$ cat src/rtl/nsps_pkg.sv
// Package for the nearest snap point search core: field widths, codes,
// the world point type and the piece index wrap. No dependencies.
`default_nettype none

package nsps_pkg;

  localparam int MAX_PIECES    = 1024;
  localparam int FRACTION_BITS = 12;

  localparam int COORD_W  = 24;
  localparam int DIFF_W   = COORD_W + 1;
  localparam int SQ_W     = 2 * COORD_W + 1;  // |diff| <= 2^24, so square <= 2^48
  localparam int DIST_W   = SQ_W + 2;         // sum of three squares
  localparam int RADIUS_W = 23;
  localparam int R2_W     = 2 * RADIUS_W;
  localparam int PIECE_W  = 10;
  localparam int TURNS_W  = 2;

  localparam int CFG_DATA_W = 32;
  localparam int CFG_ADDR_W = 3;
  localparam int CFG_IDX_W  = CFG_ADDR_W - 2;

  // 0.65 in fixed point, rounded to nearest
  localparam int RADIUS_RESET_INT = ((65 << FRACTION_BITS) + 50) / 100;
  localparam logic [RADIUS_W-1:0] RADIUS_RESET = RADIUS_W'(RADIUS_RESET_INT);

  localparam logic signed [COORD_W-1:0] COORD_MAX = {1'b0, {(COORD_W-1){1'b1}}};
  localparam logic signed [COORD_W-1:0] COORD_MIN = {1'b1, {(COORD_W-1){1'b0}}};

  typedef enum logic [CFG_IDX_W-1:0] {
    REG_CAPTURE_RADIUS = 1'b0
  } reg_idx_t;

  typedef enum logic {
    OP_QUERY = 1'b0,
    OP_POINT = 1'b1
  } op_t;

  typedef enum logic [TURNS_W-1:0] {
    TURN_0   = 2'd0,
    TURN_90  = 2'd1,
    TURN_180 = 2'd2,
    TURN_270 = 2'd3
  } turns_t;

  typedef struct packed {
    logic signed [COORD_W-1:0] x;
    logic signed [COORD_W-1:0] y;
    logic signed [COORD_W-1:0] z;
  } point_t;

  // Reduce a piece index into the configured piece count.
  function automatic logic [PIECE_W-1:0] piece_wrap(input logic [PIECE_W-1:0] p);
    logic [PIECE_W-1:0] r;
    if (MAX_PIECES >= (1 << PIECE_W)) begin
      r = p;
    end else begin
      r = PIECE_W'(p % MAX_PIECES);
    end
    return r;
  endfunction

endpackage

`default_nettype wire

$ cat src/rtl/nsps_dist_sq.sv
// Squared distance between two world points: three independent squares
// and a sum. Depends on nsps_pkg.
`default_nettype none

module nsps_dist_sq (
  input  wire nsps_pkg::point_t             a,
  input  wire nsps_pkg::point_t             b,
  output logic [nsps_pkg::DIST_W-1:0]       dist_sq
);
  import nsps_pkg::*;

  logic signed [DIFF_W-1:0]   dx, dy, dz;
  logic signed [2*DIFF_W-1:0] px, py, pz;

  assign dx = DIFF_W'(a.x) - DIFF_W'(b.x);
  assign dy = DIFF_W'(a.y) - DIFF_W'(b.y);
  assign dz = DIFF_W'(a.z) - DIFF_W'(b.z);

  assign px = dx * dx;
  assign py = dy * dy;
  assign pz = dz * dz;

  assign dist_sq = DIST_W'(px[SQ_W-1:0]) + DIST_W'(py[SQ_W-1:0])
                 + DIST_W'(pz[SQ_W-1:0]);
endmodule

`default_nettype wire

$ cat config.mk
export PLATFORM = sky130hd
export DESIGN_NAME = nsps_dist_sq
export DESIGN_NICKNAME = d
export VERILOG_FILES = /design/src/rtl/nsps_pkg.sv /design/src/rtl/nsps_dist_sq.sv
export SDC_FILE = /design/constraint.sdc
export NUM_CORES = 2
export LEC_CHECK = 0
export BUFFER_PORTS_ARGS = -buffer_cell sky130_fd_sc_hd__clkbuf_2
export CORE_MARGIN = 3
export CORE_UTILIZATION = 59
export DETAILED_ROUTE_END_ITERATION = 12
export GPL_TIMING_DRIVEN = 0
export PLACE_DENSITY = 0.75
export REMOVE_ABC_BUFFERS = 1
export SYNTH_ARGS = -nofsm -noshare
export SYNTH_HDL_FRONTEND = slang
export SYNTH_SLANG_ARGS = --single-unit
export TNS_END_PERCENT = 50
$ cat constraint.sdc
create_clock -name vclk -period 33.2
set_input_delay 3.32 -clock vclk [all_inputs]
set_output_delay 3.32 -clock vclk [all_outputs]
set_load 0.01 [all_outputs]
==> results.json <==
{
  "num_io_pins": 195,
  "drive_above_1_share_pct": 4.906,
  "synthMuxAreaShare_pct": 0.07680,
  "die-area_sq_mm": 0.1173,
  "clock.fmax_mhz": 44.61,
  "dpl.cell_count": 8847,
  "diodes": 0,
  "totalWireLength_microns": 177800,
  "worst-path-max-fanout": 16,
  "grt_pass1_vias": 54412,
  "period_share_pct": 67.53,
  "critical_path_required_ns": 29.88,
  "dr.first_iter.drc_count": 3710,
  "portBuffers": 195,
  "slowest_delay_ns": 1.20,
  "fin_cells": 8847,
  "post-dp-hpwl_microns": 153300,
  "yosysSeqAreaShare_pct": 0,
  "synth_cells": 7309,
  "tightest_slew_ns": 1.413,
  "fill_cells": 9349,
  "firstDrtPassIters": 8,
  "rsz0062_at_grt": "false",
  "yosys.area_share.xor_xnor_pct": 3.857,
  "layout_common_cells": "inv_1, fa_1, nand2_1",
  "grt_overflow": 0,
  "synth-compound-area-share_pct": 7.397,
  "vias": 49648,
  "die-width_microns": 342.5,
  "rows": 122,
  "grt_max_degree": 31,
  "max_cap_viol_count": 0,
  "final_common_cell": "inv_1",
  "fin_setup_tns_ns": 0,
  "coreArea_sq_mm": 0.1114,
  "synth_top_area_share_pct": 55.72,
  "synth.avg_cell_area_sq_um": 9.138,
  "cp.arrival_ns": 19.10,
  "critPathKind": "input port to output pin",
  "relSlewSlack_pct": 4.634,
  "synth.area.top_cells": "fa_1, inv_1, ha_1",
  "setup_viol_count_final": 0,
  "yosysUniqueCellTypes": 82,
  "place.gp.congestion": 0.9600,
  "seqCellArea_sq_um": 0,
  "post-route-drc-count": 0,
  "yosysWarnings": 0,
  "holdBufCountCts": 0,
  "grt_pass1_wl_microns": 287600,
  "yosysTopAreaCell": "fa_1",
  "synth_top_family_by_area": "adder cells",
  "grt_util_all_layers_pct": 31.60,
  "via_per_inst": 5.612,
  "n_clock_buffer": 0,
  "final.min_clock_period_ns": 22.42,
  "seq_cell_count": 0,
  "avgRoutedWirePerCell_microns": 20.10,
  "synthAdderAreaFrac_pct": 65.83,
  "postRouteAntennaNets": 0,
  "cp_slowest_cell": "o311ai_0",
  "cts_setup_buffers": 0,
  "cts_resized": 0,
  "critPathLaunchType": "input port",
  "synthToLayoutAreaGrowth_pct": 4.915,
  "synth-simple-area-share_pct": 9.595,
  "final_nets": 9904,
  "hold_path.class": "input port to output pin",
  "die_h_microns": 342.5,
  "slew_viol_final": 0,
  "final-hold-violation-count": 0,
  "cp-end-kind": "output pin",
  "initial_core_util_pct": 59.94,
  "antenna_found_initial": 4,
  "synth_area_sq_mm": 0.06679,
  "status": "completed"
}
-- cell usage after synthesis, types with 5 or more instances --
cell type  instances
xnor2_2            5
nand2b_1          43
a31o_2             8
o211ai_1          12
nor3_1            44
inv_1           2120
o31ai_1           17
xnor2_1          182
o21a_1            30
a21o_1           155
clkbuf_1         158
buf_2             21
a211o_1            7
inv_2             10
o311ai_0           6
a31oi_1           18
buf_1             15
and2_1            37
a21oi_1          238
and4_1             8
fa_1            1859
ha_1             540
nand2_1          621
o21bai_1          41
a221oi_2           5
nor2b_1           36
o21ai_1            7
or3_1             10
clkinv_1          20
o41ai_1            7
and3_1            26
o21ai_0           99
o2111ai_1          9
nand3_1           49
a211oi_1          18
or2_2             10
nor2_1           606
nand3b_1           7
nand4_1           18
xor2_1           101
-- logic make-up after synthesis --
family	after synthesis
AO/OA/AOI/OAI	744
adder cells (fa/ha/maj)	2399
buffers and inverters	2346
AND/OR/NAND/NOR	1526
multiplexers	5
XOR/XNOR	289
-- stage by stage --
stage | hold WS [ns] | utilization (%) | setup WS [ns] | area [sq um]
after floorplan | 7.468 | - | 15.05 | 66020
after global placement | 8.166 | 61.79 | 10.06 | 68860
after detailed placement | 8.118 | 62.88 | 11.06 | 70070
after CTS | 8.105 | 62.88 | 10.98 | 70070
after global routing | 8.116 | 62.89 | 10.34 | 70080
final | 8.041 | 62.89 | 10.78 | 70080
-- layer usage --
layer	vias up	global-route usage, %	part of all wire [%]
met5	-	0	0.0084
met4	2	13.11	5.2
met2	2298	51.67	48
met3	474	6.332	10
met1	25361	41.43	37
li1	21513	-	-
-- path summary, 6_finish.rpt --
path / slack, ns / cells past startpoint / from / to
worst max-delay path: 10.78 / 50 / a[0] / dist_sq[44]
worst min-delay path: 8.04 / 5 / a[49] / dist_sq[2]
-- area by class of cell --
cell class                      count  area [sq um]  area share (%)
Inverter                         2150          8070           11.52
Multi-Input combinational cell   4963         58400           83.33
Tap cell                         1488          1862           2.657
Timing Repair Buffer              246          1747           2.493
-- critical path: cells and delay by family --
kind            cells  cell delay [ns]
simple gates        8             1.48
buf+inv            11             1.58
compound gates     17             6.38
xor+xnor            2             1.03
fa+ha+maj          12             5.27
Power is left out: the tool's default activity adds up to more than one toggle a clock period on the data nets, which glitch-free logic cannot reach.
