File: config.mk
export PLATFORM = sky130hd
export DESIGN_NAME = nsps_cfg_regs
export DESIGN_NICKNAME = d
export VERILOG_FILES = /design/src/rtl/nsps_pkg.sv /design/src/rtl/nsps_cfg_regs.sv
export SDC_FILE = /design/constraint.sdc
export NUM_CORES = 1
export LEC_CHECK = 0
export BUFFER_PORTS_ARGS = -buffer_cell sky130_fd_sc_hd__buf_2
export CAP_MARGIN = 20
export CORE_ASPECT_RATIO = 0.8
export CORE_MARGIN = 4
export CORE_UTILIZATION = 33
export CTS_CLUSTER_DIAMETER = 50
export CTS_CLUSTER_SIZE = 12
export DETAILED_ROUTE_END_ITERATION = 16
export PLACE_DENSITY = 0.69
export SLEW_MARGIN = 20
export SYNTH_ARGS = -nofsm -noshare
export SYNTH_HDL_FRONTEND = slang
export SYNTH_SLANG_ARGS = --single-unit
File: constraint.sdc
create_clock -name clk -period 2 [get_ports clk]
set_clock_uncertainty 0.05 [all_clocks]
set_input_delay 0.1 -clock clk [delete_from_list [all_inputs] [get_ports clk]]
set_output_delay 0.1 -clock clk [all_outputs]
set_load 0.005 [all_outputs]
File: src/rtl/nsps_pkg.sv
// Package for the nearest snap point search core: field widths, codes,
// the world point type and the piece index wrap. No dependencies.
`default_nettype none

package nsps_pkg;

  localparam int MAX_PIECES    = 1024;
  localparam int FRACTION_BITS = 12;

  localparam int COORD_W  = 24;
  localparam int DIFF_W   = COORD_W + 1;
  localparam int SQ_W     = 2 * COORD_W + 1;  // |diff| <= 2^24, so square <= 2^48
  localparam int DIST_W   = SQ_W + 2;         // sum of three squares
  localparam int RADIUS_W = 23;
  localparam int R2_W     = 2 * RADIUS_W;
  localparam int PIECE_W  = 10;
  localparam int TURNS_W  = 2;

  localparam int CFG_DATA_W = 32;
  localparam int CFG_ADDR_W = 3;
  localparam int CFG_IDX_W  = CFG_ADDR_W - 2;

  // 0.65 in fixed point, rounded to nearest
  localparam int RADIUS_RESET_INT = ((65 << FRACTION_BITS) + 50) / 100;
  localparam logic [RADIUS_W-1:0] RADIUS_RESET = RADIUS_W'(RADIUS_RESET_INT);

  localparam logic signed [COORD_W-1:0] COORD_MAX = {1'b0, {(COORD_W-1){1'b1}}};
  localparam logic signed [COORD_W-1:0] COORD_MIN = {1'b1, {(COORD_W-1){1'b0}}};

  typedef enum logic [CFG_IDX_W-1:0] {
    REG_CAPTURE_RADIUS = 1'b0
  } reg_idx_t;

  typedef enum logic {
    OP_QUERY = 1'b0,
    OP_POINT = 1'b1
  } op_t;

  typedef enum logic [TURNS_W-1:0] {
    TURN_0   = 2'd0,
    TURN_90  = 2'd1,
    TURN_180 = 2'd2,
    TURN_270 = 2'd3
  } turns_t;

  typedef struct packed {
    logic signed [COORD_W-1:0] x;
    logic signed [COORD_W-1:0] y;
    logic signed [COORD_W-1:0] z;
  } point_t;

  // Reduce a piece index into the configured piece count.
  function automatic logic [PIECE_W-1:0] piece_wrap(input logic [PIECE_W-1:0] p);
    logic [PIECE_W-1:0] r;
    if (MAX_PIECES >= (1 << PIECE_W)) begin
      r = p;
    end else begin
      r = PIECE_W'(p % MAX_PIECES);
    end
    return r;
  endfunction

endpackage

`default_nettype wire

File: src/rtl/nsps_cfg_regs.sv
// APB-style register port holding the capture radius.
// Depends on nsps_pkg.
`default_nettype none

module nsps_cfg_regs (
  input  wire logic                            clk,
  input  wire logic                            rst,
  input  wire logic                            psel,
  input  wire logic                            penable,
  input  wire logic                            pwrite,
  input  wire logic [nsps_pkg::CFG_ADDR_W-1:0] paddr,
  input  wire logic [nsps_pkg::CFG_DATA_W-1:0] pwdata,
  output logic      [nsps_pkg::CFG_DATA_W-1:0] prdata,
  output logic                                 pready,
  output logic      [nsps_pkg::RADIUS_W-1:0]   capture_radius
);
  import nsps_pkg::*;

  logic [CFG_IDX_W-1:0] reg_idx;
  logic                 wr_en;

  assign reg_idx = paddr[CFG_ADDR_W-1:2];
  assign pready  = 1'b1;
  assign wr_en   = psel && penable && pwrite && pready;

  always_ff @(posedge clk) begin
    if (rst) begin
      capture_radius <= RADIUS_RESET;
    end else if (wr_en && reg_idx == REG_CAPTURE_RADIUS) begin
      capture_radius <= pwdata[RADIUS_W-1:0];
    end
  end

  always_comb begin
    prdata = '0;
    if (reg_idx == REG_CAPTURE_RADIUS) begin
      prdata = CFG_DATA_W'(capture_radius);
    end
  end
endmodule

`default_nettype wire

==> flow_metrics.tcl, run 1 <==
set metrics [dict create \
    outcome "completed" \
    drt_pass1_iterations 2 \
    fin_area_um2 1630 \
    layout.cells.non_filler 248 \
    ir_worst_vdd_mv 0.353 \
    setup_viol 0 \
    nets 247 \
    crit_path_top_delay_cell "dfxtp_1" \
    clkTransAtPathRegs_ps 80 \
    largest_reg_flops 23 \
    syn_inst 138 \
    routed_wl_um 2650 \
    cp-end-kind "primary output" \
    critPathBufInv 1 \
    p_int_uw 672 \
    core_um2 3570 \
    die_y_um 63.5 \
    cts.hold.buffers_added 0 \
    dp_hpwl_um 1960 \
    power_density_nw_per_um2 537 \
    multi_input_area_um2 687 \
    comb_power_share_pct 13.6 \
    cts_tree "done" \
    grt_pass1_vias 974 \
    area_growth_pct 28.5 \
    rsz0062_at_grt "no" \
    dp.cells 244 \
    worstSetupPathType "register to primary output" \
    startpoint_type "register" \
    min_period_over_period_pct 52.1 \
    place_congestion 0.656 \
    io_buffers 74 \
    regMostFlops "capture_radius" \
    tightest_slew_ps 569 \
    maxCapViolations 0 \
    diodes 0 \
    hold_viol 0 \
    grt_antenna_before_repair 0 \
    crit_fanout 3 \
    placed_area_um2 1590 \
    synth-seq-area-share_pct 36.3 \
    min_path_type "primary input to register" \
    synth_area_um2 1270 \
    r2r_cells 2 \
    top_level_ports 96 \
    seqCellArea_um2 460 \
    seqPwrFrac_pct 54.1 \
    power_switching_uw 205 \
    cp_slowest_stage_delay_ps 330 \
    path_cells "and2b_2 -> buf_2" \
    synth_seq_cells 23 \
    p_sw_share_pct 23.4 \
    gr-total-overflow 0 \
    drc 0 \
    cts_resized 0 \
    clkSinkCount 23 \
    htreeDepth 1 \
    clk_latency_ps 260 \
    slew_violations 0 \
    fill_cells 365 \
    via_per_inst 4.14 \
    synth_cell_types 12 \
    tns_ps 0 \
    grt_first_pass_wirelength_um 4540 \
    drive_gt1_share_pct 40.3 \
    holdPathStages 3 \
    yosysTopAreaCell "dfxtp_1" \
    numCtsBuffers 3 \
    rows 19 \
    synth_warnings 0 \
    die_area_um2 4910 \
    clock_path_buffers 2 \
    die_x_um 77.4 \
    cts_setup_buffers 0 \
    period_needed_ps 1040 \
    ys_top_cells_by_area "dfxtp_1 (36%), mux2i_1 (18%), nand2b_1 (17%), nor2b_1 (9.9%), buf_4 (5.9%)" \
    totalPowerFinal_uw 876 \
    required_ps 1850 \
    p_clk_share_pct 32.3 \
    ant_nets 0 \
    clock.fmax_mhz 960 \
    p_leak_nw 0.790 \
    top_regs "capture_radius (23)" \
    grt_max_degree 47 \
    start_util_pct 35.6 \
    wl_per_cell_um 10.7 \
    syn_area_per_cell_um2 9.20 \
    drtIter0Drc 24 \
    synth_top_area_share_pct 36.3 \
    path_delay_family "flip-flops" \
    crit_cells 2 \
    slew_headroom_pct 62.0 \
    vias 1026 \
    clock-root-buffer "clkbuf_8" \
    cp.arrival_ps 890 \
    track_usage_pct 11.2 \
]
worst min-delay path, cell delays in order:
cell	delay (ps)
buf_2	90
nand2b_1	50
mux2i_1	60
layout by cell type, fill, tap and decap left out:
master / count
and4b_1: 1
buf_4: 2
nor2b_1: 20
and2b_2: 3
clkbuf_8: 3
mux2i_1: 23
conb_1: 10
dfxtp_1: 23
nand2b_1: 34
clkinv_2: 1
nor2_1: 12
buf_2: 74
synthesized netlist by cell type (all sizes together):
cell type,number
and2b,3
and4b,1
buf,13
clkbuf,7
conb,2
dfxtp,23
mux2i,23
nand2b,34
nor2,12
nor2b,20
worst paths after layout:
| path | slack, ps | end | startpoint |
|---|---|---|---|
| worst max-delay path | 960 | prdata[0] | capture_radius[0] |
| worst min-delay path | 40 | capture_radius[4] | pwdata[4] |
| worst max register to register | 1330 | capture_radius[1] | capture_radius[1] |
| worst min register to register | 440 | capture_radius[16] | capture_radius[16] |
per-stage QoR:
| stage | hold slack, ps | utilization [%] | setup slack (ps) |
|---|---|---|---|
| 2_1_floorplan | 205 | - | 1120 |
| 3_3_place_gp | 308 | 44.5 | 839 |
| 3_5_place_dp | 316 | 44.5 | 815 |
| 4_1_cts | 30.5 | 45.8 | 942 |
| 5_1_grt | 29.8 | 45.8 | 887 |
| 6_report | 38.8 | 45.8 | 958 |
power groups by stage:
stage               clock (mW)  sequential, mW  combinational, mW
finish                   0.283           0.474              0.119
global route             0.323           0.477              0.136
CTS                      0.300           0.474              0.122
detailed placement           0           0.485              0.122
global placement             0           0.485              0.121
floorplan                    0           0.486             0.0844
kinds of logic (layout without fill, tap and decap cells):
family / Yosys count / after routing / share of synthesized area (%)
AND/OR/NAND/NOR: 70 / 70 / 33.0
multiplexers: 23 / 23 / 18.1
flip-flops: 23 / 23 / 36.3
buffers and inverters: 20 / 80 / 12.0
other: 2 / 10 / 0.591
final cells by class:
class	instances	share of cell area, %
timing repair buffer	76	23.6
tap	42	3.22
sequential	23	28.2
clock inverter	1	0.307
multi-input combinational	103	42.1
clock buffer	3	2.53
per-layer routing:
layer  wire length, um  track usage [%]
met3               230             3.56
met1              1120             12.6
met4                27             2.67
met2              1280             20.5
met5                 0                0
(Power assumes the default switching activity.)
==> run 2: changes to the inputs <==
Settings changed: PLACE_DENSITY 0.69 to 0.72.
Clock period 2 ns to 0.9 ns, I/O delays scaled along.
==> run 2 against run 1 <==
The run now ends with negative hold slack, negative setup slack left. Clock power up 120%. Largest cell class unchanged. Wire length is 26% higher. Highest routed layer unchanged. Critical path type unchanged. Die area stayed put.
==> flow_metrics.tcl, run 2 (synthesis results as in run 1) <==
set metrics [dict create \
    clock_path_buffers 2 \
    drive_gt1_share_pct 52.8 \
    worstHoldStart "pwdata[0]" \
    cts_tree "done" \
    r2r_end "capture_radius[3]" \
    dp_hpwl_um 2080 \
    rows 19 \
    wl_per_cell_um 12.1 \
    maxCapViolations 0 \
    vias 1179 \
    clk_latency_ps 260 \
    gr-total-overflow 0 \
    startpoint_type "register" \
    drt_pass1_iterations 3 \
    setup_viol 26 \
    numCtsBuffers 3 \
    htreeDepth 1 \
    largest_reg_flops 23 \
    cp-end-kind "primary output" \
    rsz0062_at_grt "yes" \
    grt_antenna_before_repair 0 \
    clkSinkCount 23 \
    area_growth_pct 62.0 \
    worst_hold_slack_ps -4.56 \
    routed_wl_um 3340 \
    hold_viol 1 \
    path_cells "and2b_2 -> buf_2" \
    fill_cells 307 \
    fin_util_pct 57.7 \
    diodes 0 \
    grt_pass1_vias 1191 \
    slew_violations 0 \
    die_y_um 63.5 \
    min_path_type "primary input to register" \
    multi_input_area_um2 762 \
    io_buffers 74 \
    place_congestion 0.686 \
    grt_max_degree 47 \
    critPathBufInv 1 \
    worst_slack_ps -91.4 \
    outcome "complete, but fails checks" \
    worstSetupPathType "register to primary output" \
    path_delay_family "flip-flops" \
    clock.fmax_mhz 1010 \
    hold_end "capture_radius[0]" \
    top_regs "capture_radius (23)" \
    failed_checks "negative hold slack, negative setup slack" \
    crit_path_top_delay_cell "dfxtp_2" \
    drtIter0Drc 23 \
    drc 0 \
    cp.arrival_ps 900 \
    ir_worst_vdd_mv 0.757 \
    clkTransAtPathRegs_ps 80 \
    top_level_ports 96 \
    rr_startpoint "capture_radius[3]" \
    required_ps 810 \
    die_x_um 77.4 \
    clock-root-buffer "clkbuf_8" \
    power_density_nw_per_um2 1000 \
    grt_first_pass_wirelength_um 5340 \
    min_period_over_period_pct 110 \
    cp_slowest_stage_delay_ps 330 \
    mostFrequentLayoutCell "buf_2" \
    regMostFlops "capture_radius" \
    r2r_setup_slack_ps 150 \
    crit_fanout 2 \
    via_per_inst 4.29 \
    ant_nets 0 \
    dpl_worst_slack_ps -112 \
    r2r_cells 3 \
    nets 274 \
    seqCellArea_um2 489 \
    slew_headroom_pct 61.1 \
    holdPathStages 3 \
    final_cell_mix "buf_2 (68), nand2b_1 (34), mux2i_1 (23), dfxtp_2 (23), dlygate4sd3_1 (19)" \
    tightest_slew_ps 584 \
    track_usage_pct 13.3 \
    p_leak_nw 0.962 \
    core_um2 3570 \
    start_util_pct 35.6 \
    period_needed_ps 991 \
    die_area_um2 4910 \
]
## run 2: changes by cell type in the layout (fill, tap and decap cells not counted)
cell           previous run  this run
dlygate4sd3_1             0        19
buf_12                    0         1
nor2b_4                   0        10
buf_2                    74        68
clkbuf_1                  0         1
nor2b_1                  20        10
clkinv_2                  1         0
buf_4                     2         3
dfxtp_2                   0        23
buf_6                     0        12
dfxtp_1                  23         0
## run 2: layout make-up
class | count | share of cell area (%)
Clock buffer | 4 | 2.19
Sequential cell | 23 | 23.8
Multi-Input combinational cell | 103 | 37.0
Timing Repair Buffer | 103 | 34.4
Tap cell | 42 | 2.55
## run 2: report_power, final
part,internal (mW),switching (mW),total (mW)
clock network,0.315,0.301,0.616
registers,1.04,0.0162,1.06
logic,0.232,0.156,0.388
total,1.59,0.473,2.06
## run 2: routing by layer
metal	track usage, %	share of wire [%]	routed length [um]
met1	14.0	38	1280
met2	25.5	55	1830
met3	3.42	5.6	186
met4	4.00	1.3	44
met5	0	0	0
## run 2: worst min-delay path, cell delays in order
cell and delay (ps):
buf_2 100, nand2b_1 50, mux2i_1 70
## run 2: worst max path at each step
| stage | startpoint | endpoint | slack, ps | depth (start not counted) |
|---|---|---|---|---|
| floorplan | paddr[2] | capture_radius[11] | 70 | 4 |
| global placement | paddr[2] | capture_radius[10] | -70 | 4 |
| detailed placement | paddr[2] | capture_radius[0] | -110 | 4 |
| CTS | capture_radius[0] | prdata[0] | -90 | 2 |
| global route | capture_radius[20] | prdata[20] | -150 | 2 |
| finish | capture_radius[20] | prdata[20] | -90 | 2 |
## run 2: repair_timing
item	in CTS	in global routing
endpoints found under the hold margin	19	0
endpoints found under the setup margin	23	27
buffers inserted	5	3
resized for setup	27	24
hold buffers	19	0
## run 2: metrics by stage
stage,power (mW),instance area [um^2],TNS [ps],cells
global placement,1.35,1600,-1310,244
CTS,2.06,1920,-1100,272
finish,2.06,2060,-886,275
detailed placement,1.35,1600,-1750,244
floorplan,1.27,1300,0,146
global route,2.20,2060,-2290,275
==> run 3: changes to the inputs <==
Settings changed: CORE_MARGIN 4 to 3, PLACE_DENSITY 0.72 to 0.69.
Clock period 0.9 ns to 1.3 ns, I/O delays scaled along.
==> run 3 against run 2 <==
The run now ends clean. Sequential power down 31%. Count of clock-buffer cells in the layout down 1. Cell count down 8.0%. Combinational power down 48%. Register-to-register slack better by 490 ps. Setup slack better by 380 ps. Global-route usage down 2.2 points. Hold slack better by 13 ps. Sequential share of layout area up 3.2 points. Die area down 5.7%. Design area down 17%. Via count down 10%. Critical endpoint unchanged.
==> flow_metrics.tcl, run 3 (synthesis results as in run 1) <==
set metrics [dict create \
    power_density_nw_per_um2 799 \
    gr-total-overflow 0 \
    fin_util_pct 47.8 \
    top_level_ports 96 \
    wl_per_cell_um 10.4 \
    crit_path_top_delay_cell "dfxtp_1" \
    final_cell_mix "buf_2 (74), nand2b_1 (34), mux2i_1 (23), dfxtp_1 (23), nor2b_1 (20)" \
    hold_viol 0 \
    crit_fanout 3 \
    p_leak_nw 0.819 \
    wl_met1_um 1160 \
    largest_reg_flops 23 \
    clk_latency_ps 260 \
    cts_resized 0 \
    routed_wl_um 2640 \
    tns_ps 0 \
    cp.arrival_ps 890 \
    drive_gt1_share_pct 39.8 \
    critPathBufInv 1 \
    multi_input_area_um2 687 \
    seqCellArea_um2 460 \
    path_delay_family "flip-flops" \
    worst_slack_ps 290 \
    worstSetupPathType "register to primary output" \
    clkTransAtPathRegs_ps 80 \
    rsz0062_at_grt "no" \
    core_um2 3570 \
    outcome "completed" \
    maxCapViolations 0 \
    htreeDepth 1 \
    clock-root-buffer "clkbuf_8" \
    rows 19 \
    min_period_over_period_pct 77.7 \
    die_x_um 75.4 \
    path_cells "and2b_2 -> buf_2" \
    regMostFlops "capture_radius" \
    grt_max_degree 30 \
    wl_met2_um 1270 \
    required_ps 1190 \
    clock.fmax_mhz 990 \
    nets 252 \
    drt_pass1_iterations 3 \
    top_layer "met4" \
    routed-wl-met3_um 186 \
    start_util_pct 35.6 \
    grt_first_pass_wirelength_um 3930 \
    track_usage_pct 11.0 \
    place_congestion 0.636 \
    cts_tree "done" \
    ir_worst_vdd_mv 0.512 \
    ant_nets 0 \
    cp-end-kind "primary output" \
    slew_violations 0 \
    grt_pass1_vias 924 \
    numCtsBuffers 3 \
    cp_slowest_stage_delay_ps 330 \
    dpl_worst_slack_ps 268 \
    clkSinkCount 23 \
    area_growth_pct 34.2 \
    vias 1057 \
    top_regs "capture_radius (23)" \
    setup_viol 0 \
    diodes 0 \
    dp.cells 245 \
    fill_cells 349 \
    startpoint_type "register" \
    die_area_um2 4630 \
    drc 0 \
    grt_antenna_before_repair 0 \
    mostFrequentLayoutCell "buf_2" \
    layout.cells.non_filler 253 \
    die_y_um 61.5 \
    min_path_type "primary input to register" \
    io_buffers 74 \
    period_needed_ps 1010 \
    clock_path_buffers 2 \
    via_per_inst 4.18 \
    drtIter0Drc 40 \
    dp_hpwl_um 2000 \
]
-- run 3: cell count changes in the layout (fill, tap and decap cells not counted), sizes merged --
cell         delta
buf             -7
clkbuf          -1
clkinv          +1
dlygate4sd3    -15
-- run 3: where the power goes --
group	leakage, nW	switching [mW]	internal, mW
sequential	0.186	0.00986	0.720
clock	0.0255	0.215	0.213
combinational	0.608	0.0876	0.115
total	0.819	0.313	1.05
-- run 3: layer usage --
layer | GRT usage, % | up-vias
met5 | 0 | -
li1 | - | 554
met2 | 20.3 | 43
met1 | 12.8 | 458
met4 | 2.99 | 0
met3 | 2.61 | 2
-- run 3: worst paths after layout --
| check | cells after the start | from | slack (ps) | endpoint |
|---|---|---|---|---|
| setup / recovery | 2 | capture_radius[20] | 290 | prdata[20] |
| hold / removal | 3 | pwdata[4] | 9 | capture_radius[4] |
| setup reg to reg | 2 | capture_radius[12] | 640 | capture_radius[12] |
| hold reg to reg | 2 | capture_radius[7] | 430 | capture_radius[7] |
-- run 3: final cells by class --
cell class / instances / area share, %
repair buffers: 81 / 26.9
clock buffers: 3 / 2.42
well taps: 42 / 3.08
multi-input cells: 103 / 40.3
flip-flops and latches: 23 / 27.0
clock inverters: 1 / 0.294
-- run 3: worst min-delay path: stages --
cell and delay (ps):
buf_2 100, nand2b_1 50, mux2i_1 60
-- run 3: timing repair --
item	4_1_cts	5_1_grt
setup buffers	0	0
hold endpoints to repair	4	0
hold buffers	4	0
setup endpoints to repair	0	0
-- run 3: metrics by stage --
stage                     power, mW  hold WS, ps  cell area (um^2)
final                          1.36         8.62              1700
after global routing           1.44         1.94              1700
after CTS                      1.40         1.15              1700
after detailed placement      0.943          282              1620
after global placement        0.940          278              1620
after floorplan               0.877          170              1300
