<file path="config.mk">
export PLATFORM = sky130hd
export DESIGN_NAME = nsps_world_point
export DESIGN_NICKNAME = d
export VERILOG_FILES = /design/src/rtl/nsps_pkg.sv /design/src/rtl/nsps_world_point.sv
export SDC_FILE = /design/constraint.sdc
export NUM_CORES = 1
export LEC_CHECK = 0
export BUFFER_PORTS_ARGS = -buffer_cell sky130_fd_sc_hd__buf_4
export CORE_MARGIN = 10
export CORE_UTILIZATION = 39
export DETAILED_ROUTE_END_ITERATION = 10
export GPL_TIMING_DRIVEN = 0
export PLACE_DENSITY = 0.75
export REMOVE_ABC_BUFFERS = 1
export SYNTH_ARGS = -nofsm -noshare
export SYNTH_HDL_FRONTEND = slang
export SYNTH_SLANG_ARGS = --single-unit
</file>
<file path="constraint.sdc">
create_clock -name vclk -period 5.1
set_clock_uncertainty 0.1 [all_clocks]
set_input_delay 0.51 -clock vclk [all_inputs]
set_output_delay 0.51 -clock vclk [all_outputs]
set_load 0.1 [all_outputs]
</file>
<file path="src/rtl/nsps_pkg.sv">
// Package for the nearest snap point search core: field widths, codes,
// the world point type and the piece index wrap. No dependencies.
`default_nettype none

package nsps_pkg;

  localparam int MAX_PIECES    = 1024;
  localparam int FRACTION_BITS = 12;

  localparam int COORD_W  = 24;
  localparam int DIFF_W   = COORD_W + 1;
  localparam int SQ_W     = 2 * COORD_W + 1;  // |diff| <= 2^24, so square <= 2^48
  localparam int DIST_W   = SQ_W + 2;         // sum of three squares
  localparam int RADIUS_W = 23;
  localparam int R2_W     = 2 * RADIUS_W;
  localparam int PIECE_W  = 10;
  localparam int TURNS_W  = 2;

  localparam int CFG_DATA_W = 32;
  localparam int CFG_ADDR_W = 3;
  localparam int CFG_IDX_W  = CFG_ADDR_W - 2;

  // 0.65 in fixed point, rounded to nearest
  localparam int RADIUS_RESET_INT = ((65 << FRACTION_BITS) + 50) / 100;
  localparam logic [RADIUS_W-1:0] RADIUS_RESET = RADIUS_W'(RADIUS_RESET_INT);

  localparam logic signed [COORD_W-1:0] COORD_MAX = {1'b0, {(COORD_W-1){1'b1}}};
  localparam logic signed [COORD_W-1:0] COORD_MIN = {1'b1, {(COORD_W-1){1'b0}}};

  typedef enum logic [CFG_IDX_W-1:0] {
    REG_CAPTURE_RADIUS = 1'b0
  } reg_idx_t;

  typedef enum logic {
    OP_QUERY = 1'b0,
    OP_POINT = 1'b1
  } op_t;

  typedef enum logic [TURNS_W-1:0] {
    TURN_0   = 2'd0,
    TURN_90  = 2'd1,
    TURN_180 = 2'd2,
    TURN_270 = 2'd3
  } turns_t;

  typedef struct packed {
    logic signed [COORD_W-1:0] x;
    logic signed [COORD_W-1:0] y;
    logic signed [COORD_W-1:0] z;
  } point_t;

  // Reduce a piece index into the configured piece count.
  function automatic logic [PIECE_W-1:0] piece_wrap(input logic [PIECE_W-1:0] p);
    logic [PIECE_W-1:0] r;
    if (MAX_PIECES >= (1 << PIECE_W)) begin
      r = p;
    end else begin
      r = PIECE_W'(p % MAX_PIECES);
    end
    return r;
  endfunction

endpackage

`default_nettype wire

</file>
<file path="src/rtl/nsps_world_point.sv">
// Turns a local snap offset by a quarter-turn yaw, adds the piece origin
// and saturates each coordinate. Depends on nsps_pkg.
`default_nettype none

module nsps_world_point (
  input  wire nsps_pkg::point_t               origin,
  input  wire nsps_pkg::point_t               offset,
  input  wire logic [nsps_pkg::TURNS_W-1:0]   turns,
  output nsps_pkg::point_t                    world
);
  import nsps_pkg::*;

  logic signed [DIFF_W-1:0] lx, ly, lz;
  logic signed [DIFF_W-1:0] rx, rz;

  function automatic logic signed [COORD_W-1:0] sat_coord(
    input logic signed [DIFF_W:0] v
  );
    logic signed [COORD_W-1:0] r;
    if (v > (DIFF_W+1)'(COORD_MAX)) begin
      r = COORD_MAX;
    end else if (v < (DIFF_W+1)'(COORD_MIN)) begin
      r = COORD_MIN;
    end else begin
      r = v[COORD_W-1:0];
    end
    return r;
  endfunction

  assign lx = DIFF_W'(offset.x);
  assign ly = DIFF_W'(offset.y);
  assign lz = DIFF_W'(offset.z);

  always_comb begin
    unique case (turns_t'(turns))
      TURN_0:   begin rx = lx;  rz = lz;  end
      TURN_90:  begin rx = lz;  rz = -lx; end
      TURN_180: begin rx = -lx; rz = -lz; end
      TURN_270: begin rx = -lz; rz = lx;  end
      default:  begin rx = lx;  rz = lz;  end
    endcase
  end

  assign world.x = sat_coord((DIFF_W+1)'(origin.x) + (DIFF_W+1)'(rx));
  assign world.y = sat_coord((DIFF_W+1)'(origin.y) + (DIFF_W+1)'(ly));
  assign world.z = sat_coord((DIFF_W+1)'(origin.z) + (DIFF_W+1)'(rz));
endmodule

`default_nettype wire

</file>
==> reports/results.txt, run 1 <==
Worst Path Arrival -> 5460 ps
worst vdd ir -> 348 uV
Slew Limit Fails -> 0
Hold Vio Cnt, Final -> 0
CP Capture Type -> primary output
Slew @ Worst Pin -> 878 ps
run status -> finished with violations
initial antenna violation count -> 2
sequential area share after synthesis -> 0%
Finished Cell Area -> 10,300 um2
Via density -> 6.11
worst setup margin -> -972 ps
Residual DRC -> 0
Netlist cell types -> 70
fillers -> 1,218
Post-DRT Antenna Nets -> 0
Hold Crit Start -> origin[48]
wire per inst -> 20.8 um
Yosys Warn Count -> 0
final WL -> 29.8 mm
WHS Endpoint -> world[48]
Worst Path Max Fanout -> 7
Die H -> 147 um
PwrDens -> 420 nW/um2
Hold WC Path Type -> primary input to primary output
Layout Nets -> 1,440
Layout area overhead -> 64.6%
final period utilization -> 119%
first-pass GRT wire length -> 41.6 mm
Avg Cell Area, Syn -> 6.58 um2
1st-pass router iterations -> 5
total grt overflow -> 0
Hold Buf Count CTS -> 0
Finish-stage setup viols -> 47
Site Rows -> 46
static leakage -> 4.67 nW
layout cells sized above 1 -> 37.4%
number of global-route vias before repair -> 8,174
dpl hpwl -> 17.8 mm
die width -> 147 um
Mapped Area -> 6250 um2
required time of the worst setup path -> 4490 ps
CP startpoint -> offset[9]
failing checks -> negative setup slack
Max-cap violations -> 0
Final Power -> 0.00432 W
kind of critical path -> primary input to primary output
CORE AREA -> 15,800 um2
DIE AREA -> 21,500 um2
Tmin final -> 6070 ps
largest net degree at the start of global routing -> 117
Initial Utilization -> 39.5%
max frequency -> 0.165 GHz
Vias -> 8,729
worst hold path depth -> 4
PortBufs -> 218
seq_cells -> 0
gr usage total -> 22.5%
dpl cell area -> 7950 um2
Final Wtd Congestion -> 0.912
CP startpoint kind -> primary input
Worst slew margin -> 40.9%
number of I/O pins -> 218
unrepaired setup endpoints after global routing -> yes
clkbuf count -> 0
Mapped Cells -> 950
1st-iter DRT viols -> 744
storage element area -> 0 um2
critical path: stages:
cell and delay [ps]:
buf_4 130, or4_4 540, or4_4 550, buf_4 160, o31ai_1 240, xnor2_1 190
nand2_1 100, o21ai_2 110, ha_2 360, a21oi_1 330, o21ai_2 180, a221oi_4 370
o31ai_4 200, a21oi_4 280, mux2i_4 110, a2111oi_4 360, buf_4 190, buf_12 120
o21a_1 210, buf_12 190
area by class of cell:
| type | instances | area (um2) | area share (%) |
|---|---|---|---|
| multi-input cells | 875 | 6920 | 67.3 |
| well taps | 216 | 270 | 2.63 |
| repair buffers | 300 | 2960 | 28.7 |
| diodes | 2 | 5.00 | 0.0486 |
| inverters | 36 | 140 | 1.36 |
Yosys cell counts, types with 5 or more instances:
cell type	count	area, um2
a211oi_1	12	90.1
a21o_1	65	488
a21oi_1	104	521
a221oi_1	8	70.1
a31oi_1	9	56.3
clkbuf_1	38	143
ha_1	78	976
inv_1	35	131
mux2i_1	12	120
nand2_1	86	323
nand2b_1	14	87.6
nand3_1	25	125
nand4_1	9	56.3
nor2_1	74	278
nor2b_1	8	50.1
nor3_1	18	90.1
o21a_1	12	90.1
o21ai_0	97	485
o21bai_1	13	97.6
o31ai_1	15	113
o41ai_1	6	52.6
or2_2	5	31.3
or3_1	8	50.1
or4_1	8	60.1
xnor2_1	68	596
xor2_1	38	333
stage by stage:
stage	TNS (ps)	setup slack, ps	utilization [%]	std cells	hold WS [ps]
floorplan	-81530	-2380	-	902	1540
global placement	-79270	-1940	50.2	1336	1510
detailed placement	-82930	-2050	50.2	1336	1510
CTS	-30600	-705	59.9	1391	1470
global route	-44210	-1070	65.0	1429	1520
finish	-38250	-972	65.0	1429	1520
layout by cell type, fill, tap and decap left out, types with 5 or more instances in the layout:
cell type and instances:
nand2b_1 12, a221oi_1 5, nand4_1 9, buf_8 10, nand2_1 80, a21o_1 65, nand3_1 24, o21bai_1 12
ha_2 8, buf_12 44, or2_2 5, o31ai_1 10, or3_4 5, a211oi_1 11, ha_1 66, buf_4 229
xor2_1 38, mux2i_1 11, nor2b_1 8, o21ai_0 68, o21a_1 12, buf_6 16, nor3_1 14, or4_4 5
o21ai_2 19, xnor2_1 65, nor2_1 68, o21ai_4 11, a21oi_1 85, inv_1 33, a21oi_2 15, a31oi_1 6
cells by family (layout without fill, tap and decap cells):
| kind of cell | Yosys count | count (layout) | share of synthesized area, % |
|---|---|---|---|
| compound gates | 387 | 396 | 39.8 |
| simple gates | 276 | 276 | 20.7 |
| xor+xnor | 106 | 106 | 14.8 |
| buf+inv | 84 | 336 | 5.50 |
| fa+ha+maj | 83 | 83 | 16.9 |
| mux | 14 | 14 | 2.28 |
| other cells | 0 | 2 | 0 |
per-layer routing:
metal	vias to the layer above	wire length [um]	track usage (%)
li1	4061	-	-
met1	3988	10700	25.3
met5	-	0	0
met4	0	1980	9.86
met3	158	2670	4.26
met2	522	14400	40.0
worst max path at each step:
stage                endpoint  cells past startpoint
floorplan           world[10]                     19
global placement    world[15]                     21
detailed placement  world[16]                     21
CTS                  world[3]                     20
global route        world[48]                     20
finish              world[48]                     20
report_power, final:
group	leakage, nW	switching, W	internal [W]
clock network	0.0000127	0	0.0000000000525
registers	0	0	0
logic	4.67	0.00283	0.00149
timing repair:
action,4_1_cts,5_1_grt
pin swaps,48,65
gates cloned,9,1
gates resized for setup,244,111
endpoints found under the setup margin,48,68
buffers inserted,46,35
Note: power is estimated with default switching activity, not from simulation.
==> run 2, diff against run 1 <==
Settings changed: CELL_PAD_IN_SITES_DETAIL_PLACEMENT set to 1, CELL_PAD_IN_SITES_GLOBAL_PLACEMENT set to 1, CORE_UTILIZATION 39 to 33, PLACE_DENSITY 0.75 to 0.89.
==> run 2 against run 1 <==
The flow still finishes with violations (negative setup slack). Global-route usage up 2.2 points. Critical path depth down 2. Combinational power up 2%. Final cell count up 0.63%. Non-clock buffer count down 6. Sequential share of layout area unchanged. Design area up 1.0%. Worst setup slack worse by 940 ps. Utilization down 9.4 points. Die area up 16%. Hold slack worse by 32 ps. Critical endpoint is now world[63]. Largest cell class unchanged. Largest power group unchanged.
==> reports/results.txt, run 2 (synthesis results as in run 1) <==
wire per inst -> 28.6 um
Max-cap violations -> 0
Max stage delay cell, worst path -> or4_4
most frequent cells in the layout -> buf_4, a21oi_1, nand2_1
number of global-route vias before repair -> 9,169
run status -> finished with violations
Initial Utilization -> 33.4%
Vias -> 9,365
layout cells sized above 1 -> 38.5%
Via density -> 6.51
Residual DRC -> 0
commonest non-fill, non-tap cell in the layout -> buf_4
required time of the worst setup path -> 4490 ps
Psw -> 0.00295 W
worst vdd ir -> 359 uV
Hold WC Path Type -> primary input to primary output
Die H -> 158 um
multi-input logic area -> 7060 um2
Post-DRT Antenna Nets -> 0
failing checks -> negative setup slack
Layout area overhead -> 66.3%
1st-pass router iterations -> 6
Clock Power Share -> 0%
seq_cells -> 0
Layout Cells excl Fill -> 1,438
WHS Endpoint -> world[48]
Worst Path Arrival -> 6400 ps
Worst slew margin -> 14.2%
worst setup margin -> -1910 ps
DIE AREA -> 24,900 um2
CP startpoint kind -> primary input
largest net degree at the start of global routing -> 117
kind of critical path -> primary input to primary output
number of I/O pins -> 218
Finished Cell Area -> 10,400 um2
Int Power -> 0.00146 W
gr usage total -> 24.6%
fillers -> 2,204
Reg power frac -> 0%
Hold Crit Start -> origin[48]
dpl cell area -> 7980 um2
CP Cell Sequence -> buf_6 -> or4_4 -> or4_4 -> o31ai_2 -> xnor2_2 -> nand2_1 -> o21ai_0 -> ha_2 -> a21oi_1 -> o21ai_1 -> a221oi_4 -> o31ai_4 -> a211oi_1 -> o2bb2ai_2 -> a221o_2 -> buf_4 -> a21o_1 -> buf_8
PwrDens -> 424 nW/um2
Comb pwr share -> 100.0%
static leakage -> 4.66 nW
Worst Path Max Fanout -> 7
first-pass GRT wire length -> 50.2 mm
initial antenna violation count -> 3
Net Sw Frac -> 66.9%
worst hold path depth -> 4
PortBufs -> 218
Tmin final -> 7010 ps
Slew @ Worst Pin -> 1280 ps
CORE AREA -> 18,700 um2
crit-path max cell delay -> 590 ps
fin util -> 55.6%
final period utilization -> 138%
Hold Buf Count CTS -> 0
max frequency -> 0.143 GHz
dpl hpwl -> 20.9 mm
CP Buf/Inv Count -> 3
storage element area -> 0 um2
most frequent CP cell -> or4_4
CP Capture Type -> primary output
1st-iter DRT viols -> 976
Final Power -> 0.00441 W
total grt overflow -> 0
die width -> 158 um
final WL -> 41.1 mm
Finish-stage setup viols -> 48
Layout Nets -> 1,431
Slew Limit Fails -> 0
cell total after placement -> 1,354
unrepaired setup endpoints after global routing -> yes
Site Rows -> 50
Final Wtd Congestion -> 0.882
Hold Vio Cnt, Final -> 0
CP delay by family, top -> compound AO/OA/AOI/OAI gates
clkbuf count -> 0
[run 2: power by group through the flow]
stage / logic (W) / registers, W / clock network, W
4_1_cts: 0.00399 / 0 / 0
5_1_grt: 0.00454 / 0 / 0.0000000000525
3_3_place_gp: 0.00314 / 0 / 0
3_5_place_dp: 0.00318 / 0 / 0
2_1_floorplan: 0.00245 / 0 / 0
6_report: 0.00441 / 0 / 0.0000000000525
[run 2: what timing repair did]
item                       CTS  global route
gates cloned                 7             0
setup buffers               47            28
pin swaps                   46            41
gates resized for setup    264           118
setup endpoints to repair   58            48
[run 2: stage by stage]
step / setup slack [ps] / hold slack, ps / setup TNS [ps]
2_1_floorplan: -2380 / 1540 / -81530
6_report: -1910 / 1490 / -67380
3_5_place_dp: -2100 / 1540 / -88980
4_1_cts: -709 / 1490 / -29480
5_1_grt: -2130 / 1510 / -73160
3_3_place_gp: -2070 / 1520 / -84500
[run 2: worst max path at each step]
stage	from	end	depth (start not counted)
after global placement	offset[50]	world[7]	21
final	offset[7]	world[63]	18
after floorplan	offset[50]	world[10]	19
after global routing	offset[7]	world[63]	18
after detailed placement	offset[50]	world[7]	21
after CTS	offset[48]	world[3]	23
[run 2: metal layers]
metal	wire length, um	track usage, %
met4	3220	11.1
met5	13	0
met2	19800	46.4
met3	3890	3.83
met1	14100	26.2
[run 2: cell type report]
type | instances | area share (%)
multi-input cells | 872 | 67.8
repair buffers | 294 | 27.9
inverters | 36 | 1.40
diodes | 2 | 0.0481
well taps | 234 | 2.82
==> run 3, diff against run 2 <==
Settings changed: CORE_ASPECT_RATIO set to 1.2.
==> run 3 against run 2 <==
Via count is 4.0% lower. Die area hardly changed. Critical path type unchanged. Routed wire length is 8.6% lower. Critical path depth is 1 higher. First-iteration DRC count is 31% lower. The flow still finishes with violations (negative setup slack). Largest cell class unchanged. Global-route usage is 2.4 points lower. Largest power group unchanged.
==> reports/results.txt, run 3 (synthesis results as in run 1) <==
wire per inst -> 25.7 um
largest net degree at the start of global routing -> 117
Slew Limit Fails -> 0
final WL -> 37.6 mm
Final Power -> 0.00441 W
die width -> 146 um
CP startpoint kind -> primary input
Layout area overhead -> 66.9%
Via density -> 6.16
Finished Cell Area -> 10,400 um2
run status -> finished with violations
DIE AREA -> 24,900 um2
Worst Path Arrival -> 5550 ps
number of global-route vias before repair -> 8,823
PwrDens -> 423 nW/um2
Site Rows -> 55
unrepaired setup endpoints after global routing -> yes
Slew @ Worst Pin -> 849 ps
CP delay by family, top -> compound AO/OA/AOI/OAI gates
Tmin final -> 6160 ps
fillers -> 2,239
worst vdd ir -> 477 uV
Vias -> 8,988
CORE AREA -> 18,700 um2
required time of the worst setup path -> 4490 ps
1st-pass router iterations -> 5
most frequent cells in the layout -> buf_4, a21oi_1, nand2_1
max frequency -> 0.162 GHz
worst setup margin -> -1060 ps
total grt overflow -> 0
Clock Power Share -> 0%
Finish-stage setup viols -> 48
PortBufs -> 218
commonest non-fill, non-tap cell in the layout -> buf_4
Residual DRC -> 0
Net Sw Frac -> 66.3%
number of I/O pins -> 218
CP Buf/Inv Count -> 4
failing checks -> negative setup slack
hold slack -> 1470 ps
Int Power -> 0.00149 W
Worst slew margin -> 42.9%
kind of critical path -> primary input to primary output
Psw -> 0.00292 W
final period utilization -> 121%
Hold WC Path Type -> primary input to primary output
1st-iter DRT viols -> 675
Reg power frac -> 0%
Final Wtd Congestion -> 0.914
Max stage delay cell, worst path -> o31ai_4
Layout Nets -> 1,430
Post-DRT Antenna Nets -> 0
dpl hpwl -> 21.1 mm
storage element area -> 0 um2
seq_cells -> 0
dpl cell area -> 8000 um2
initial antenna violation count -> 2
Worst Path Max Fanout -> 7
crit-path max cell delay -> 520 ps
static leakage -> 4.64 nW
layout cells sized above 1 -> 37.8%
gr usage total -> 22.2%
first-pass GRT wire length -> 46.5 mm
clkbuf count -> 0
Hold Buf Count CTS -> 0
Initial Utilization -> 33.4%
CP Cell Sequence -> buf_8 -> or3_4 -> or3_4 -> nor2_4 -> nand2_4 -> or4_4 -> o31ai_4 -> xor2_1 -> o21ai_0 -> ha_2 -> nand4_1 -> o31ai_4 -> buf_6 -> a21o_1 -> o21ai_4 -> a2111oi_4 -> buf_4 -> a21o_1 -> buf_6
Die H -> 171 um
CP Capture Type -> primary output
Max-cap violations -> 0
Hold Vio Cnt, Final -> 0
Comb pwr share -> 100.0%
==> run 3: cell count changes in the layout (fill, tap and decap cells not counted), moves of 2 or more <==
| cell | previous run | this run |
|---|---|---|
| buf_12 | 42 | 50 |
| buf_6 | 24 | 14 |
| ha_2 | 10 | 13 |
| ha_4 | 8 | 5 |
| inv_2 | 0 | 2 |
| inv_4 | 4 | 2 |
| nand2_1 | 79 | 81 |
| o21ai_0 | 69 | 67 |
| o21ai_1 | 5 | 7 |
| o21ai_2 | 13 | 6 |
| o21ai_4 | 14 | 21 |
| xnor2_1 | 60 | 65 |
| xnor2_2 | 7 | 1 |
==> run 3: what timing repair did <==
item                                    4_1_cts  5_1_grt
endpoints found under the setup margin       48       69
pin swaps                                    34       76
gates resized for setup                     193      198
buffers inserted                             22       52
cloned                                        7        0
==> run 3: cell type report <==
class	count	area, um2	share of cell area, %
repair buffers	292	2930	28.1
multi-input cells	873	7040	67.4
well taps	256	320	3.07
inverters	36	145	1.39
diodes	3	7.51	0.0719
==> run 3: per-stage QoR <==
step / TNS, ps / cells / setup slack, ps / utilization [%]
floorplan: -81530 / 902 / -2380 / -
global placement: -84840 / 1376 / -1920 / 42.8
detailed placement: -87860 / 1376 / -1950 / 42.8
CTS: -31120 / 1405 / -761 / 48.4
global route: -46510 / 1459 / -1080 / 55.8
finish: -43190 / 1460 / -1060 / 55.8
==> run 3: power by group through the flow <==
stage	Sequential (W)	Combinational (W)	Clock [W]
2_1_floorplan	0	0.00245	0
3_3_place_gp	0	0.00315	0
3_5_place_dp	0	0.00319	0
4_1_cts	0	0.00369	0
5_1_grt	0	0.00455	0.0000000000525
6_report	0	0.00441	0.0000000000788
==> run 3: per-layer routing <==
| metal | global-route usage, % | vias to the layer above | share of wire, % |
|---|---|---|---|
| met3 | 4.12 | 167 | 6.3 |
| met4 | 11.1 | 0 | 7.2 |
| li1 | - | 4029 | - |
| met1 | 21.9 | 4353 | 35 |
| met5 | 0 | - | 0 |
| met2 | 43.5 | 439 | 52 |
==> run 3: path summary, 6_finish.rpt <==
| kind | startpoint | end | slack (ps) | cells after the start |
|---|---|---|---|---|
| worst max-delay path | offset[50] | world[63] | -1060 | 19 |
| worst min-delay path | origin[48] | world[48] | 1470 | 4 |
